**src/sv/yrgb_pkg.sv**
```systemverilog
// ============================================================================
// yrgb_pkg
// Shared widths and conversion constants for the YUV/RGB to RGB555 converter.
// ============================================================================
package yrgb_pkg;

  localparam int unsigned COMP_W  = 8;   // one input byte
  localparam int unsigned CH5_W   = 5;   // one packed channel
  localparam int unsigned PIX_W   = 3 * CH5_W;
  localparam int unsigned OFS_W   = COMP_W + 1;  // byte minus offset, signed
  localparam int unsigned PROD_W  = 19;  // coefficient times offset value
  localparam int unsigned SUM_W   = PROD_W + 1;

  // source_format codes
  localparam logic FMT_RGB = 1'b0;
  localparam logic FMT_YUV = 1'b1;
  localparam logic FMT_RESET = FMT_YUV;

  // BT.601 limited range, 8.8 fixed point
  localparam logic signed [OFS_W-1:0]  Y_OFFSET   = 9'sd16;
  localparam logic signed [OFS_W-1:0]  C_OFFSET   = 9'sd128;
  localparam logic signed [PROD_W-1:0] K_LUMA     = 19'sd298;
  localparam logic signed [PROD_W-1:0] K_RV       = 19'sd409;
  localparam logic signed [PROD_W-1:0] K_GU       = 19'sd100;
  localparam logic signed [PROD_W-1:0] K_GV       = 19'sd208;
  localparam logic signed [PROD_W-1:0] K_BU       = 19'sd516;
  localparam logic signed [PROD_W-1:0] ROUND_HALF = 19'sd128;

  // Top five bits of a byte packed as red, green, blue.
  function automatic logic [PIX_W-1:0] pack_bytes(
    logic [COMP_W-1:0] red, logic [COMP_W-1:0] green, logic [COMP_W-1:0] blue);
    return {red[COMP_W-1 -: CH5_W], green[COMP_W-1 -: CH5_W],
            blue[COMP_W-1 -: CH5_W]};
  endfunction

endpackage

```
**src/sv/yrgb_if.sv**
```systemverilog
// ============================================================================
// yrgb channel interfaces
// Valid/ready channels for input pixels, packed output pixels and the
// source format register write.
// ============================================================================
interface yrgb_pix_in_if;
  logic                         valid;
  logic                         ready;
  logic [yrgb_pkg::COMP_W-1:0]  first_component;
  logic [yrgb_pkg::COMP_W-1:0]  second_component;
  logic [yrgb_pkg::COMP_W-1:0]  third_component;

  modport source (output valid, first_component, second_component, third_component,
                  input ready);
  modport sink   (input valid, first_component, second_component, third_component,
                  output ready);
endinterface

interface yrgb_pix_out_if;
  logic                        valid;
  logic                        ready;
  logic [yrgb_pkg::PIX_W-1:0]  pixel_rgb555;

  modport source (output valid, pixel_rgb555, input ready);
  modport sink   (input valid, pixel_rgb555, output ready);
endinterface

interface yrgb_cfg_if;
  logic valid;
  logic ready;
  logic source_format;

  modport source (output valid, source_format, input ready);
  modport sink   (input valid, source_format, output ready);
endinterface

```
**src/sv/yuv_rgb_to_rgb555_converter_unit.sv**
```systemverilog
// ============================================================================
// yuv_rgb_to_rgb555_converter_unit
// Pixel converter: Y,U,V (BT.601 limited range) or B,G,R bytes to RGB555.
// ============================================================================
// One pixel per transfer on pix_i, one RGB555 word per transfer on pix_o, in
// order. A pixel can be taken every clock while pix_o does not stall. Four
// register stages (offset, multiply, sum, clamp/pack); the input transfer
// edge loads the first, and the word then passes the multiply and sum stages
// into the output register, where pix_o.valid rises and pix_o can take it.
// The four stages advance together: while the output register holds a word
// that pix_o does not take, the whole pipe and pix_i.ready hold, otherwise
// everything moves one stage per cycle. source_format resets to YUV; it is
// captured with each pixel at entry, and cfg_i is always ready. In YUV mode
// each channel is (298(Y-16) + k*(C-128) + 128) >> 8 clamped to 0..255; the
// top five bits of each channel are packed red 14:10, green 9:5, blue 4:0.
// ============================================================================
module yuv_rgb_to_rgb555_converter_unit (
  input  logic               clk_i,
  input  logic               rst_ni,
  yrgb_cfg_if.sink           cfg_i,
  yrgb_pix_in_if.sink        pix_i,
  yrgb_pix_out_if.source     pix_o
);

  localparam int unsigned COMP_W = yrgb_pkg::COMP_W;
  localparam int unsigned CH5_W  = yrgb_pkg::CH5_W;
  localparam int unsigned PIX_W  = yrgb_pkg::PIX_W;
  localparam int unsigned OFS_W  = yrgb_pkg::OFS_W;
  localparam int unsigned PROD_W = yrgb_pkg::PROD_W;
  localparam int unsigned SUM_W  = yrgb_pkg::SUM_W;

  // Channel sum to its top five bits after >>8 and clamp to 0..255.
  function automatic logic [CH5_W-1:0] clamp_top5(logic signed [SUM_W-1:0] s);
    logic [CH5_W-1:0] r;
    if (s[SUM_W-1]) begin
      r = '0;
    end else if (|s[SUM_W-2:COMP_W+8]) begin
      r = '1;
    end else begin
      r = s[COMP_W+7 -: CH5_W];
    end
    return r;
  endfunction

  // --- source format register ----------------------------------------------
  logic fmt_q;

  assign cfg_i.ready = 1'b1;

  always_ff @(posedge clk_i or negedge rst_ni) begin
    if (!rst_ni) begin
      fmt_q <= yrgb_pkg::FMT_RESET;
    end else if (cfg_i.valid && cfg_i.ready) begin
      fmt_q <= cfg_i.source_format;
    end
  end

  // --- pipeline enable --------------------------------------------------------
  // Single stall point: the output register.
  logic out_vld_q;
  logic adv;

  assign adv         = !out_vld_q || pix_o.ready;
  assign pix_i.ready = adv;

  // --- stage 1: remove offsets ------------------------------------------------
  logic                    s1_vld_q;
  logic                    s1_fmt_q;
  logic [PIX_W-1:0]        s1_rgb_q;
  logic signed [OFS_W-1:0] s1_cy_q, s1_du_q, s1_ev_q;

  always_ff @(posedge clk_i or negedge rst_ni) begin
    if (!rst_ni) begin
      s1_vld_q <= 1'b0;
    end else if (adv) begin
      s1_vld_q <= pix_i.valid;
    end
  end

  always_ff @(posedge clk_i) begin
    if (adv) begin
      s1_fmt_q <= fmt_q;
      // RGB mode: first is blue, third is red
      s1_rgb_q <= yrgb_pkg::pack_bytes(pix_i.third_component, pix_i.second_component,
                                       pix_i.first_component);
      s1_cy_q  <= $signed({1'b0, pix_i.first_component})  - yrgb_pkg::Y_OFFSET;
      s1_du_q  <= $signed({1'b0, pix_i.second_component}) - yrgb_pkg::C_OFFSET;
      s1_ev_q  <= $signed({1'b0, pix_i.third_component})  - yrgb_pkg::C_OFFSET;
    end
  end

  // --- stage 2: coefficient products ------------------------------------------
  logic                     s2_vld_q;
  logic                     s2_fmt_q;
  logic [PIX_W-1:0]         s2_rgb_q;
  logic signed [PROD_W-1:0] s2_luma_q, s2_rv_q, s2_gu_q, s2_gv_q, s2_bu_q;
  logic signed [PROD_W-1:0] cy_x, du_x, ev_x;

  assign cy_x = PROD_W'(s1_cy_q);
  assign du_x = PROD_W'(s1_du_q);
  assign ev_x = PROD_W'(s1_ev_q);

  always_ff @(posedge clk_i or negedge rst_ni) begin
    if (!rst_ni) begin
      s2_vld_q <= 1'b0;
    end else if (adv) begin
      s2_vld_q <= s1_vld_q;
    end
  end

  always_ff @(posedge clk_i) begin
    if (adv) begin
      s2_fmt_q  <= s1_fmt_q;
      s2_rgb_q  <= s1_rgb_q;
      s2_luma_q <= yrgb_pkg::K_LUMA * cy_x + yrgb_pkg::ROUND_HALF;  // rounding folded in
      s2_rv_q   <= yrgb_pkg::K_RV * ev_x;
      s2_gu_q   <= yrgb_pkg::K_GU * du_x;
      s2_gv_q   <= yrgb_pkg::K_GV * ev_x;
      s2_bu_q   <= yrgb_pkg::K_BU * du_x;
    end
  end

  // --- stage 3: channel sums --------------------------------------------------
  logic                    s3_vld_q;
  logic                    s3_fmt_q;
  logic [PIX_W-1:0]        s3_rgb_q;
  logic signed [SUM_W-1:0] s3_r_q, s3_g_q, s3_b_q;
  logic signed [SUM_W-1:0] luma_x;

  assign luma_x = SUM_W'(s2_luma_q);

  always_ff @(posedge clk_i or negedge rst_ni) begin
    if (!rst_ni) begin
      s3_vld_q <= 1'b0;
    end else if (adv) begin
      s3_vld_q <= s2_vld_q;
    end
  end

  always_ff @(posedge clk_i) begin
    if (adv) begin
      s3_fmt_q <= s2_fmt_q;
      s3_rgb_q <= s2_rgb_q;
      s3_r_q   <= luma_x + SUM_W'(s2_rv_q);
      s3_g_q   <= luma_x - SUM_W'(s2_gu_q) - SUM_W'(s2_gv_q);
      s3_b_q   <= luma_x + SUM_W'(s2_bu_q);
    end
  end

  // --- stage 4: clamp, pack, output register ----------------------------------
  logic [PIX_W-1:0] out_pix_q;
  logic [PIX_W-1:0] out_pix_d;

  always_comb begin
    unique case (s3_fmt_q)
      yrgb_pkg::FMT_YUV: out_pix_d = {clamp_top5(s3_r_q), clamp_top5(s3_g_q),
                                      clamp_top5(s3_b_q)};
      default:           out_pix_d = s3_rgb_q;
    endcase
  end

  always_ff @(posedge clk_i or negedge rst_ni) begin
    if (!rst_ni) begin
      out_vld_q <= 1'b0;
    end else if (adv) begin
      out_vld_q <= s3_vld_q;
    end
  end

  always_ff @(posedge clk_i) begin
    if (adv) begin
      out_pix_q <= out_pix_d;
    end
  end

  assign pix_o.valid        = out_vld_q;
  assign pix_o.pixel_rgb555 = out_pix_q;

endmodule

```
**src/flat_wrapper.sv**
```systemverilog
// flat-port wrapper written by rule: the top's interface ports become plain ports
module yuv_rgb_to_rgb555_converter_unit_flat 
  (clk_i, rst_ni, cfg_i_valid, cfg_i_source_format, cfg_i_ready, pix_i_valid, pix_i_first_component, pix_i_second_component, pix_i_third_component, pix_i_ready, pix_o_valid, pix_o_pixel_rgb555, pix_o_ready);
  yrgb_cfg_if cfg_i_i ();
  yrgb_pix_in_if pix_i_i ();
  yrgb_pix_out_if pix_o_i ();
  input  logic clk_i;
  input  logic rst_ni;
  input wire logic [$bits(cfg_i_i.valid)-1:0] cfg_i_valid;
  input wire logic [$bits(cfg_i_i.source_format)-1:0] cfg_i_source_format;
  output wire logic [$bits(cfg_i_i.ready)-1:0] cfg_i_ready;
  input wire logic [$bits(pix_i_i.valid)-1:0] pix_i_valid;
  input wire logic [$bits(pix_i_i.first_component)-1:0] pix_i_first_component;
  input wire logic [$bits(pix_i_i.second_component)-1:0] pix_i_second_component;
  input wire logic [$bits(pix_i_i.third_component)-1:0] pix_i_third_component;
  output wire logic [$bits(pix_i_i.ready)-1:0] pix_i_ready;
  output wire logic [$bits(pix_o_i.valid)-1:0] pix_o_valid;
  output wire logic [$bits(pix_o_i.pixel_rgb555)-1:0] pix_o_pixel_rgb555;
  input wire logic [$bits(pix_o_i.ready)-1:0] pix_o_ready;
  assign cfg_i_i.valid = cfg_i_valid;
  assign cfg_i_i.source_format = cfg_i_source_format;
  assign cfg_i_ready = cfg_i_i.ready;
  assign pix_i_i.valid = pix_i_valid;
  assign pix_i_i.first_component = pix_i_first_component;
  assign pix_i_i.second_component = pix_i_second_component;
  assign pix_i_i.third_component = pix_i_third_component;
  assign pix_i_ready = pix_i_i.ready;
  assign pix_o_valid = pix_o_i.valid;
  assign pix_o_pixel_rgb555 = pix_o_i.pixel_rgb555;
  assign pix_o_i.ready = pix_o_ready;
  yuv_rgb_to_rgb555_converter_unit u_core (.clk_i(clk_i), .rst_ni(rst_ni), .cfg_i(cfg_i_i), .pix_i(pix_i_i), .pix_o(pix_o_i));
endmodule
```
**config.mk**
```make
export PLATFORM = sky130hd
export DESIGN_NAME = yuv_rgb_to_rgb555_converter_unit_flat
export DESIGN_NICKNAME = d
export VERILOG_FILES = /design/src/sv/yrgb_pkg.sv /design/src/sv/yrgb_if.sv /design/src/sv/yuv_rgb_to_rgb555_converter_unit.sv /design/src/flat_wrapper.sv
export SDC_FILE = /design/constraint.sdc
export NUM_CORES = 1
export LEC_CHECK = 0
export ABC_AREA = 1
export BUFFER_PORTS_ARGS = -buffer_cell sky130_fd_sc_hd__buf_4
export CAP_MARGIN = 20
export CORE_MARGIN = 4
export CORE_UTILIZATION = 25
export DETAILED_ROUTE_END_ITERATION = 16
export GPL_ROUTABILITY_DRIVEN = 0
export GPL_TIMING_DRIVEN = 0
export HOLD_SLACK_MARGIN = 0.12
export SETUP_SLACK_MARGIN = 0.4
export SYNTH_ARGS = -nofsm -noshare
export SYNTH_HDL_FRONTEND = slang
export SYNTH_SLANG_ARGS = --single-unit
```
**constraint.sdc**
```tcl
create_clock -name clk_i -period 12.7 [get_ports clk_i]
set_input_delay 3.175 -clock clk_i [delete_from_list [all_inputs] [get_ports clk_i]]
set_output_delay 3.175 -clock clk_i [all_outputs]
set_load 0.02 [all_outputs]
```
==> results of run 1 <==
sequential cells by signal (all words and copies together), names as in the netlist, 6 cells and up:
name	flops
u_core.s2_gu_q	15
u_core.s2_luma_q	18
u_core.s2_gv_q	12
u_core.s2_bu_q	10
u_core.pix_o.pixel_rgb555	15
u_core.s3_rgb_q	15
u_core.s2_rv_q	19
u_core.s2_rgb_q	15
u_core.s3_g_q	9
u_core.s1_du_q	8
u_core.s1_ev_q	8
u_core.s3_b_q	9
u_core.s1_cy_q	9
u_core.s1_rgb_q	6
u_core.s3_r_q	9
Yosys cell counts (2+ instances only):
| cell | instances |
|---|---|
| inv_1 | 230 |
| ha_1 | 225 |
| nand2_1 | 215 |
| edfxtp_1 | 180 |
| nor2_1 | 89 |
| a21oi_1 | 76 |
| fa_1 | 54 |
| nand3_1 | 47 |
| xor2_1 | 46 |
| o21ai_0 | 34 |
| nand4_1 | 15 |
| o22ai_1 | 15 |
| xnor2_1 | 14 |
| o21bai_1 | 10 |
| nand2_2 | 9 |
| nor3_1 | 8 |
| a21o_1 | 7 |
| a31oi_1 | 6 |
| nand2_4 | 5 |
| nand3_2 | 5 |
| dfrtp_1 | 4 |
| inv_2 | 4 |
| clkbuf_1 | 3 |
| mux2_2 | 3 |
| nor2_4 | 3 |
| or2_2 | 3 |
| or3_1 | 3 |
| a211oi_1 | 2 |
| nor2_2 | 2 |
| o211ai_1 | 2 |
| o21a_1 | 2 |
| o21ai_1 | 2 |
cells by family (layout without fill, tap and decap cells):
family                   after synthesis  count (layout)  share of synthesized area [%]
adder cells (fa/ha/maj)              279             279                          28.67
other                                  1               1                        0.02760
XOR/XNOR                              60              60                          3.867
buffers and inverters                238             318                          6.602
multiplexers                           3               3                         0.2486
AND/OR/NAND/NOR                      409             409                          13.27
AO/OA/AOI/OAI                        160             160                          6.611
flip-flops                           185             185                          40.71
through the flow:
stage                     utilization (%)  instances  area [um^2]  setup WS (ns)  hold WS, ns
after floorplan                         -       1335        13590          2.325       0.4003
after global placement              27.51       2077        14810         0.1050       0.4039
after detailed placement            27.63       2079        14870          5.317       0.4045
after CTS                           28.72       2111        15450          5.315       0.4231
after global routing                28.72       2111        15450          5.256       0.4255
final                               28.72       2111        15450          5.361       0.4223
area by class of cell:
type | instances | share of cell area [%]
Multi-Input combinational cell | 912 | 46.38
Timing Repair Buffer | 48 | 2.591
Sequential cell | 185 | 35.79
Tap cell | 696 | 5.635
Clock inverter | 14 | 1.012
Inverter | 234 | 5.684
Clock buffer | 18 | 2.777
Buffer | 4 | 0.1214
routing by layer:
metal,wire length (um),GRT usage (%),share of wire (%)
met1,12750,12.58,46
met2,13490,16.96,48
met3,761,1.794,2.7
met4,890,4.104,3.2
met5,0,0,0
path summary, 6_finish.rpt:
path                               startpoint                 end  slack [ns]
min reg2reg                u_core.s1_rgb_q[9]  u_core.s2_rgb_q[9]        0.42
max reg2reg                 u_core.s1_ev_q[7]  u_core.s2_rv_q[15]        8.03
max                               pix_o_ready         pix_i_ready        5.36
min                        u_core.s1_rgb_q[9]  u_core.s2_rgb_q[9]        0.42
min in group asynchronous              rst_ni  u_core.pix_o.valid        2.50
max in group asynchronous              rst_ni        u_core.fmt_q       10.00
worst max-delay path: cells and delay by family:
kind / cells / cell delay, ns
buf+inv: 3 / 0.40
simple gates: 1 / 0.59
==> results.toml, run 1 <==
[outcome]
outcome = "finished, final reports clean"

[yosys]
ys_types = 44
yosysSeqAreaShare_pct = 40.71
syn-num-nets = 1644
synth_seq_cells = 185
yosys_warnings = 0
synth_edf_count = 180
synth.area.top_cells = "edfxtp_1 40%, ha_1 21%, fa_1 8.0%"
ys.flop_type = "edfxtp_1"
synthCells = 1335
netlist.area_leader.share_pct = 39.78
ys_async_sr_fraction_pct = 2.703
yosys.area.top_type = "edfxtp_1"
syn_area_per_cell_um2 = 10.18
syn_area_um2 = 13590

[timing]
finalSetupViolCount = 0
slew_viol_final = 0
worst_pin_slew_ns = 0.8472
period_needed_ns = 7.339
finalCritPeriodShare_pct = 57.79
slew_headroom_pct = 43.52
fin_tns_setup_ns = 0
rsz0062_at_grt = "false"
clock.fmax_mhz = 136.3
fin_skew_ns = 0.01090
hold_violations = 0

[worst_setup_path]
critPathRequiredTime_ns = 9.52
path_common_cell = "buf_4"
crit_slowest_cell = "nand2_4"
max_stage_delay_ns = 0.59
cp_cell_sequence = "buf_4, inv_1, nand2_4, buf_4"
crit_type = "in2out"
cp-end-kind = "output port"
startpoint_type = "input port"
timing.reg2reg.worst_path_depth = 17
path_max_fanout = 61
worst_ep_arrival_time_ns = 4.16

[job]
cap_violations = 0

[routing]
vias_per_cell = 4.249
vias = 8970
dr.first_iter.drc_count = 381
drt_first_pass_iters = 4
drc = 0
post_drt_wl_per_cell_um = 13.21
antenna_left = 0
routed_wl_um = 27900

[layout]
final_common_cell = "inv_1"
nets = 1711
multi_input_area_um2 = 7168
drive_above_1_share_pct = 8.410
diodes = 0
final_cell_mix = "230 x inv_1, 225 x ha_1, 214 x nand2_1"
syn_to_final_growth_pct = 13.72
n_fill_cell = 5595
seq_area_um2 = 5532

[clock_tree]
cts_root_buf = "clkbuf_16"
cts_tree = "yes"
ctsHoldBuffers = 0
post_cts_resized = 0
path_clk_slew_ns = 0.07
worstSkewPairLatency_ns = 0.46
htreeDepth = 4
cts_max_path_buffers = 2
cts_setup_buffers = 0
cts_sinks = 185
cts_buffers = 17

[die]
fp.dieH_um = 241.1
ioPinCount = 48
core_area_um2 = 53810
die_w_um = 241.1
die_area_um2 = 58150
initial_core_util_pct = 25.25
rows = 85

[global_routing]
antenna_found_initial = 0
grt_pass1_vias = 9066
grt_util_all_layers_pct = 9.981
grt_max_degree = 67
grt-ovfl-total = 0
grt_pass1_wl_um = 45700

[hold_path]
holdPathStages = 0
min_path_type = "reg2reg"

[place]
dp_hpwl_um = 22840
port_buffers = 46
Power of run 1 is not shown: default switching activity piles up to over one toggle a cycle in this logic, so the estimate is an artifact.
==> run 2, diff against run 1 <==
==> constraint.sdc (replaced) <==
create_clock -name clk_i -period 6.96 [get_ports clk_i]
set_input_delay 1.74 -clock clk_i [delete_from_list [all_inputs] [get_ports clk_i]]
set_output_delay 1.74 -clock clk_i [all_outputs]
set_load 0.02 [all_outputs]
==> results.toml, run 2 (same netlist as run 1, synthesis figures left out) <==
[outcome]
outcome = "finished, final reports clean"

[hold_path]
hold_end = "u_core.s3_rgb_q[10]"
min_path_type = "reg2reg"
worstHoldStart = "u_core.s2_rgb_q[10]"
holdPathStages = 0

[global_routing]
antenna_found_initial = 0
grt_max_degree = 103
grt_util_all_layers_pct = 9.886
grt_pass1_vias = 8990
grt_busiest_layer = "met2"
grt-ovfl-total = 0
grt_pass1_wl_um = 45500
grt_use_met3_pct = 1.531
grt_util_met1_pct = 12.73
gr-usage-met2_pct = 16.94

[clock_tree]
worstSkewPairLatency_ns = 0.45
cts_tree = "yes"
post_cts_resized = 0
cts_buffers = 17
htreeDepth = 4
cts_max_path_buffers = 2
cts_root_buf = "clkbuf_16"
cts_sinks = 185
cts_setup_buffers = 0
path_clk_slew_ns = 0.07
ctsHoldBuffers = 0

[timing]
worst_pin_slew_ns = 0.6710
holdWs_ns = 0.4202
slew_viol_final = 0
finalCritPeriodShare_pct = 67.19
rsz0062_at_grt = "false"
period_needed_ns = 4.677
worst_slack_ns = 2.283
finalSetupViolCount = 0
hold_violations = 0
fin_skew_ns = 0.01122
clock.fmax_mhz = 213.8
slew_headroom_pct = 55.26

[layout]
final_cell_mix = "230 x inv_1, 225 x ha_1, 214 x nand2_1"
largest-register = "u_core.s2_rv_q"
syn_to_final_growth_pct = 13.56
diodes = 0
nets = 1710
final_common_cell = "inv_1"
fin_cells = 2110
n_fill_cell = 5519
drive_above_1_share_pct = 8.416
largest_register_ffs = 19
reg_top3 = "u_core.s2_rv_q (19), u_core.s2_luma_q (18)"

[worst_setup_path]
cp-end-kind = "flop"
path_max_fanout = 10
crit_type = "reg2reg"
timing.reg2reg.worst_path_depth = 17
critPathRequiredTime_ns = 7.16
rr_startpoint = "u_core.s1_ev_q[7]"
worst_ep_arrival_time_ns = 4.88
crit_slowest_cell = "edfxtp_1"
cp_cell_sequence = "inv_1, ha_1, inv_1, ha_1, inv_1, fa_1, fa_1, inv_1, ha_1, ha_1, a21oi_1, o21ai_1, a21oi_1, o21ai_1, nand2_1, nand2_1, xor2_1"
regToRegSetupSlack_ns = 2.28
r2r-end = "u_core.s2_rv_q[17]"
startpoint_type = "flop"
max_stage_delay_ns = 0.73

[die]
core_area_um2 = 53810
die_w_um = 241.1
initial_core_util_pct = 25.25
rows = 85
ioPinCount = 48
die_area_um2 = 58150
fp.dieH_um = 241.1

[job]
cap_violations = 0

[routing]
routed_wl_um = 27820
dr.first_iter.drc_count = 430
post_drt_wl_per_cell_um = 13.18
drt_first_pass_iters = 5
antenna_left = 0
vias_per_cell = 4.254
drc = 0
vias = 8976

[place]
dp_slack_ns = 2.252
placed_cells = 2078
dp_hpwl_um = 22580
port_buffers = 46
-- run 2: changes by cell type in the layout (fill, tap and decap cells not counted) --
cell / before / now
clkinv_2: 0 / 1
clkbuf_1: 4 / 3
bufinv_16: 1 / 0
clkinv_8: 1 / 3
clkinv_4: 4 / 2
nand2_4: 6 / 5
buf_16: 2 / 1
nand2_8: 0 / 1
inv_8: 3 / 4
-- run 2: through the flow --
step           cell area (um^2)  TNS, ns  util (%)
5_1_grt                   15430        0     28.68
4_1_cts                   15430        0     28.68
2_1_floorplan             13590        0         -
3_3_place_gp              14810  -0.1403     27.52
3_5_place_dp              14850        0     27.59
6_report                  15430        0     28.68
-- run 2: area by class of cell --
type	count	area, um^2	share of cell area [%]
repair buffers	47	372.9	2.416
clock buffers	17	425.4	2.757
clock inverters	15	157.7	1.022
flip-flops and latches	185	5532	35.84
well taps	696	870.8	5.643
plain buffers	4	18.77	0.1216
multi-input cells	912	7177	46.51
inverters	234	878.3	5.692
-- run 2: worst max-delay path: cells and delay by family, from the launching register on --
| kind | cells | cell delay, ns |
|---|---|---|
| xor gates and xnor gates | 1 | 0.13 |
| DFF | 1 | 0.73 |
| AOI/OAI and AO/OA | 4 | 0.59 |
| adders and majority gates | 6 | 2.24 |
| buffers and inverters | 4 | 0.57 |
| and+or+nand+nor | 2 | 0.16 |
-- run 2: per-layer routing --
metal / vias to the layer above / routed length, um
met5: - / 0
li1: 4632 / -
met1: 4208 / 13020
met4: 0 / 738
met3: 33 / 617
met2: 103 / 13440
-- run 2: worst max path at each step --
stage                      startpoint                  to  slack (ns)  depth (start not counted)
floorplan                 pix_o_ready         pix_i_ready        1.20                          2
detailed placement  u_core.s1_ev_q[7]  u_core.s2_rv_q[17]        2.25                         17
global route        u_core.s1_ev_q[7]  u_core.s2_rv_q[17]        1.91                         17
CTS                 u_core.s1_ev_q[7]  u_core.s2_rv_q[17]        2.21                         17
finish              u_core.s1_ev_q[7]  u_core.s2_rv_q[17]        2.28                         17
global placement          pix_o_ready         pix_i_ready       -0.14                          4
Power of run 2 is left out for the same reason.
==> run 3, diff against run 2 <==
==> constraint.sdc (replaced) <==
create_clock -name clk_i -period 4.6 [get_ports clk_i]
set_input_delay 1.15 -clock clk_i [delete_from_list [all_inputs] [get_ports clk_i]]
set_output_delay 1.15 -clock clk_i [all_outputs]
set_load 0.02 [all_outputs]
==> results.toml, run 3 (same netlist as run 1, synthesis figures left out) <==
[outcome]
outcome = "finished, final reports clean"

[die]
rows = 85
die_area_um2 = 58150
die_w_um = 241.1
core_area_um2 = 53810
initial_core_util_pct = 25.25
fp.dieH_um = 241.1
ioPinCount = 48

[worst_setup_path]
rr_startpoint = "u_core.s1_cy_q[5]"
startpoint_type = "flop"
regToRegSetupSlack_ns = 0.54
cp_cell_sequence = "ha_4, ha_1, inv_1, fa_1, inv_1, fa_2, ha_4, inv_1, fa_2, inv_1, ha_1, inv_1, nor2_4, nand3_4, nor2_4, nand3_2, nor2_4, nand3_1, nand2_1, inv_1"
crit_buf_inv = 6
crit_slowest_cell = "fa_2"
max_stage_delay_ns = 0.54
path_delay_family = "adder cells"
crit_start = "u_core.s1_cy_q[5]"
critPathRequiredTime_ns = 4.82
path_max_fanout = 3
path_common_cell = "inv_1"
cp-end-kind = "flop"
worst_ep_arrival_time_ns = 4.28
crit_type = "reg2reg"

[hold_path]
min_path_type = "reg2reg"
worstHoldStart = "u_core.s2_rgb_q[13]"

[layout]
nets = 1729
largest-register = "u_core.s2_rv_q"
largest_register_ffs = 19
diodes = 0
reg_top3 = "u_core.s2_rv_q (19), u_core.s2_luma_q (18)"
final_common_cell = "inv_1"
final_cell_mix = "227 x inv_1, 218 x ha_1, 213 x nand2_1"
syn_to_final_growth_pct = 15.44
n_fill_cell = 5540
drive_above_1_share_pct = 11.03

[clock_tree]
worstSkewPairLatency_ns = 0.46
cts_buffers = 17
path_clk_slew_ns = 0.08
cts_tree = "yes"
cts_max_path_buffers = 2
ctsHoldBuffers = 0
cts_sinks = 185
htreeDepth = 4
cts_root_buf = "clkbuf_16"

[place]
dp_hpwl_um = 22780
port_buffers = 46

[global_routing]
grt_pass1_wl_um = 46520
grt_pass1_vias = 9087
grt_max_degree = 105
antenna_found_initial = 0
grt_util_all_layers_pct = 10.18
grt-ovfl-total = 0

[routing]
antenna_left = 0
vias_per_cell = 4.296
dr.first_iter.drc_count = 445
routed_wl_um = 28680
post_drt_wl_per_cell_um = 13.47
drc = 0
vias = 9147
drt_first_pass_iters = 5

[timing]
finalSetupViolCount = 0
period_needed_ns = 4.056
slew_headroom_pct = 56.65
slew_viol_final = 0
fin_tns_setup_ns = 0
worst_pin_slew_ns = 0.6502
clock.fmax_mhz = 246.5
finalCritPeriodShare_pct = 88.18
hold_violations = 0
rsz0062_at_grt = "true"
fin_skew_ns = 0.008815

[job]
cap_violations = 0
==> run 3: changes by cell type in the layout (fill, tap and decap cells not counted), sizes merged <==
cell	delta
buf	+19
clkinv	+2
inv	-1
clkinvlp	-1
==> run 3: final cells by class <==
cell class | instances | area, um^2 | share of cell area (%)
timing repair buffer | 66 | 515.5 | 3.286
buffer | 4 | 18.77 | 0.1196
inverter | 234 | 882.1 | 5.623
tap | 696 | 870.8 | 5.551
clock inverter | 15 | 156.4 | 0.9970
multi-input combinational | 912 | 7287 | 46.45
clock buffer | 17 | 425.4 | 2.712
sequential | 185 | 5532 | 35.26
==> run 3: what timing repair did <==
item / 4_1_cts / 5_1_grt
pin swaps: 1 / 9
buffers inserted: 7 / 12
endpoints found under the hold margin: 0 / 0
endpoints found under the setup margin: 14 / 10
resized for setup: 3 / 20
gates cloned: 0 / 0
==> run 3: worst paths after layout <==
path	endpoint	depth (start not counted)
max in group asynchronous	u_core.fmt_q	1
min	u_core.s3_rgb_q[13]	0
max	u_core.s2_luma_q[17]	20
min reg2reg	u_core.s3_rgb_q[13]	0
max reg2reg	u_core.s2_luma_q[17]	20
min in group asynchronous	u_core.pix_o.valid	1
==> run 3: through the flow <==
| step | hold WS [ns] | cells | cell area, um^2 | utilization (%) | worst slack (ns) |
|---|---|---|---|---|---|
| 6_report | 0.4150 | 2129 | 15690 | 29.15 | 0.5436 |
| 5_1_grt | 0.4266 | 2129 | 15690 | 29.15 | 0.3703 |
| 4_1_cts | 0.4161 | 2117 | 15500 | 28.81 | 0.4187 |
| 3_5_place_dp | 0.4056 | 2078 | 14850 | 27.59 | -0.1170 |
| 3_3_place_gp | 0.4035 | 2077 | 14810 | 27.53 | -0.09750 |
| 2_1_floorplan | 0.4003 | 1335 | 13600 | - | 0.4638 |
==> run 3: routing by layer <==
metal | up-vias | track usage (%) | share of wire, %
met2 | 151 | 17.06 | 48
met5 | - | 0 | 0
met1 | 4298 | 12.94 | 45
met4 | 0 | 4.121 | 3.4
li1 | 4660 | - | -
met3 | 38 | 2.034 | 3.3
Power of run 3 is left out for the same reason.
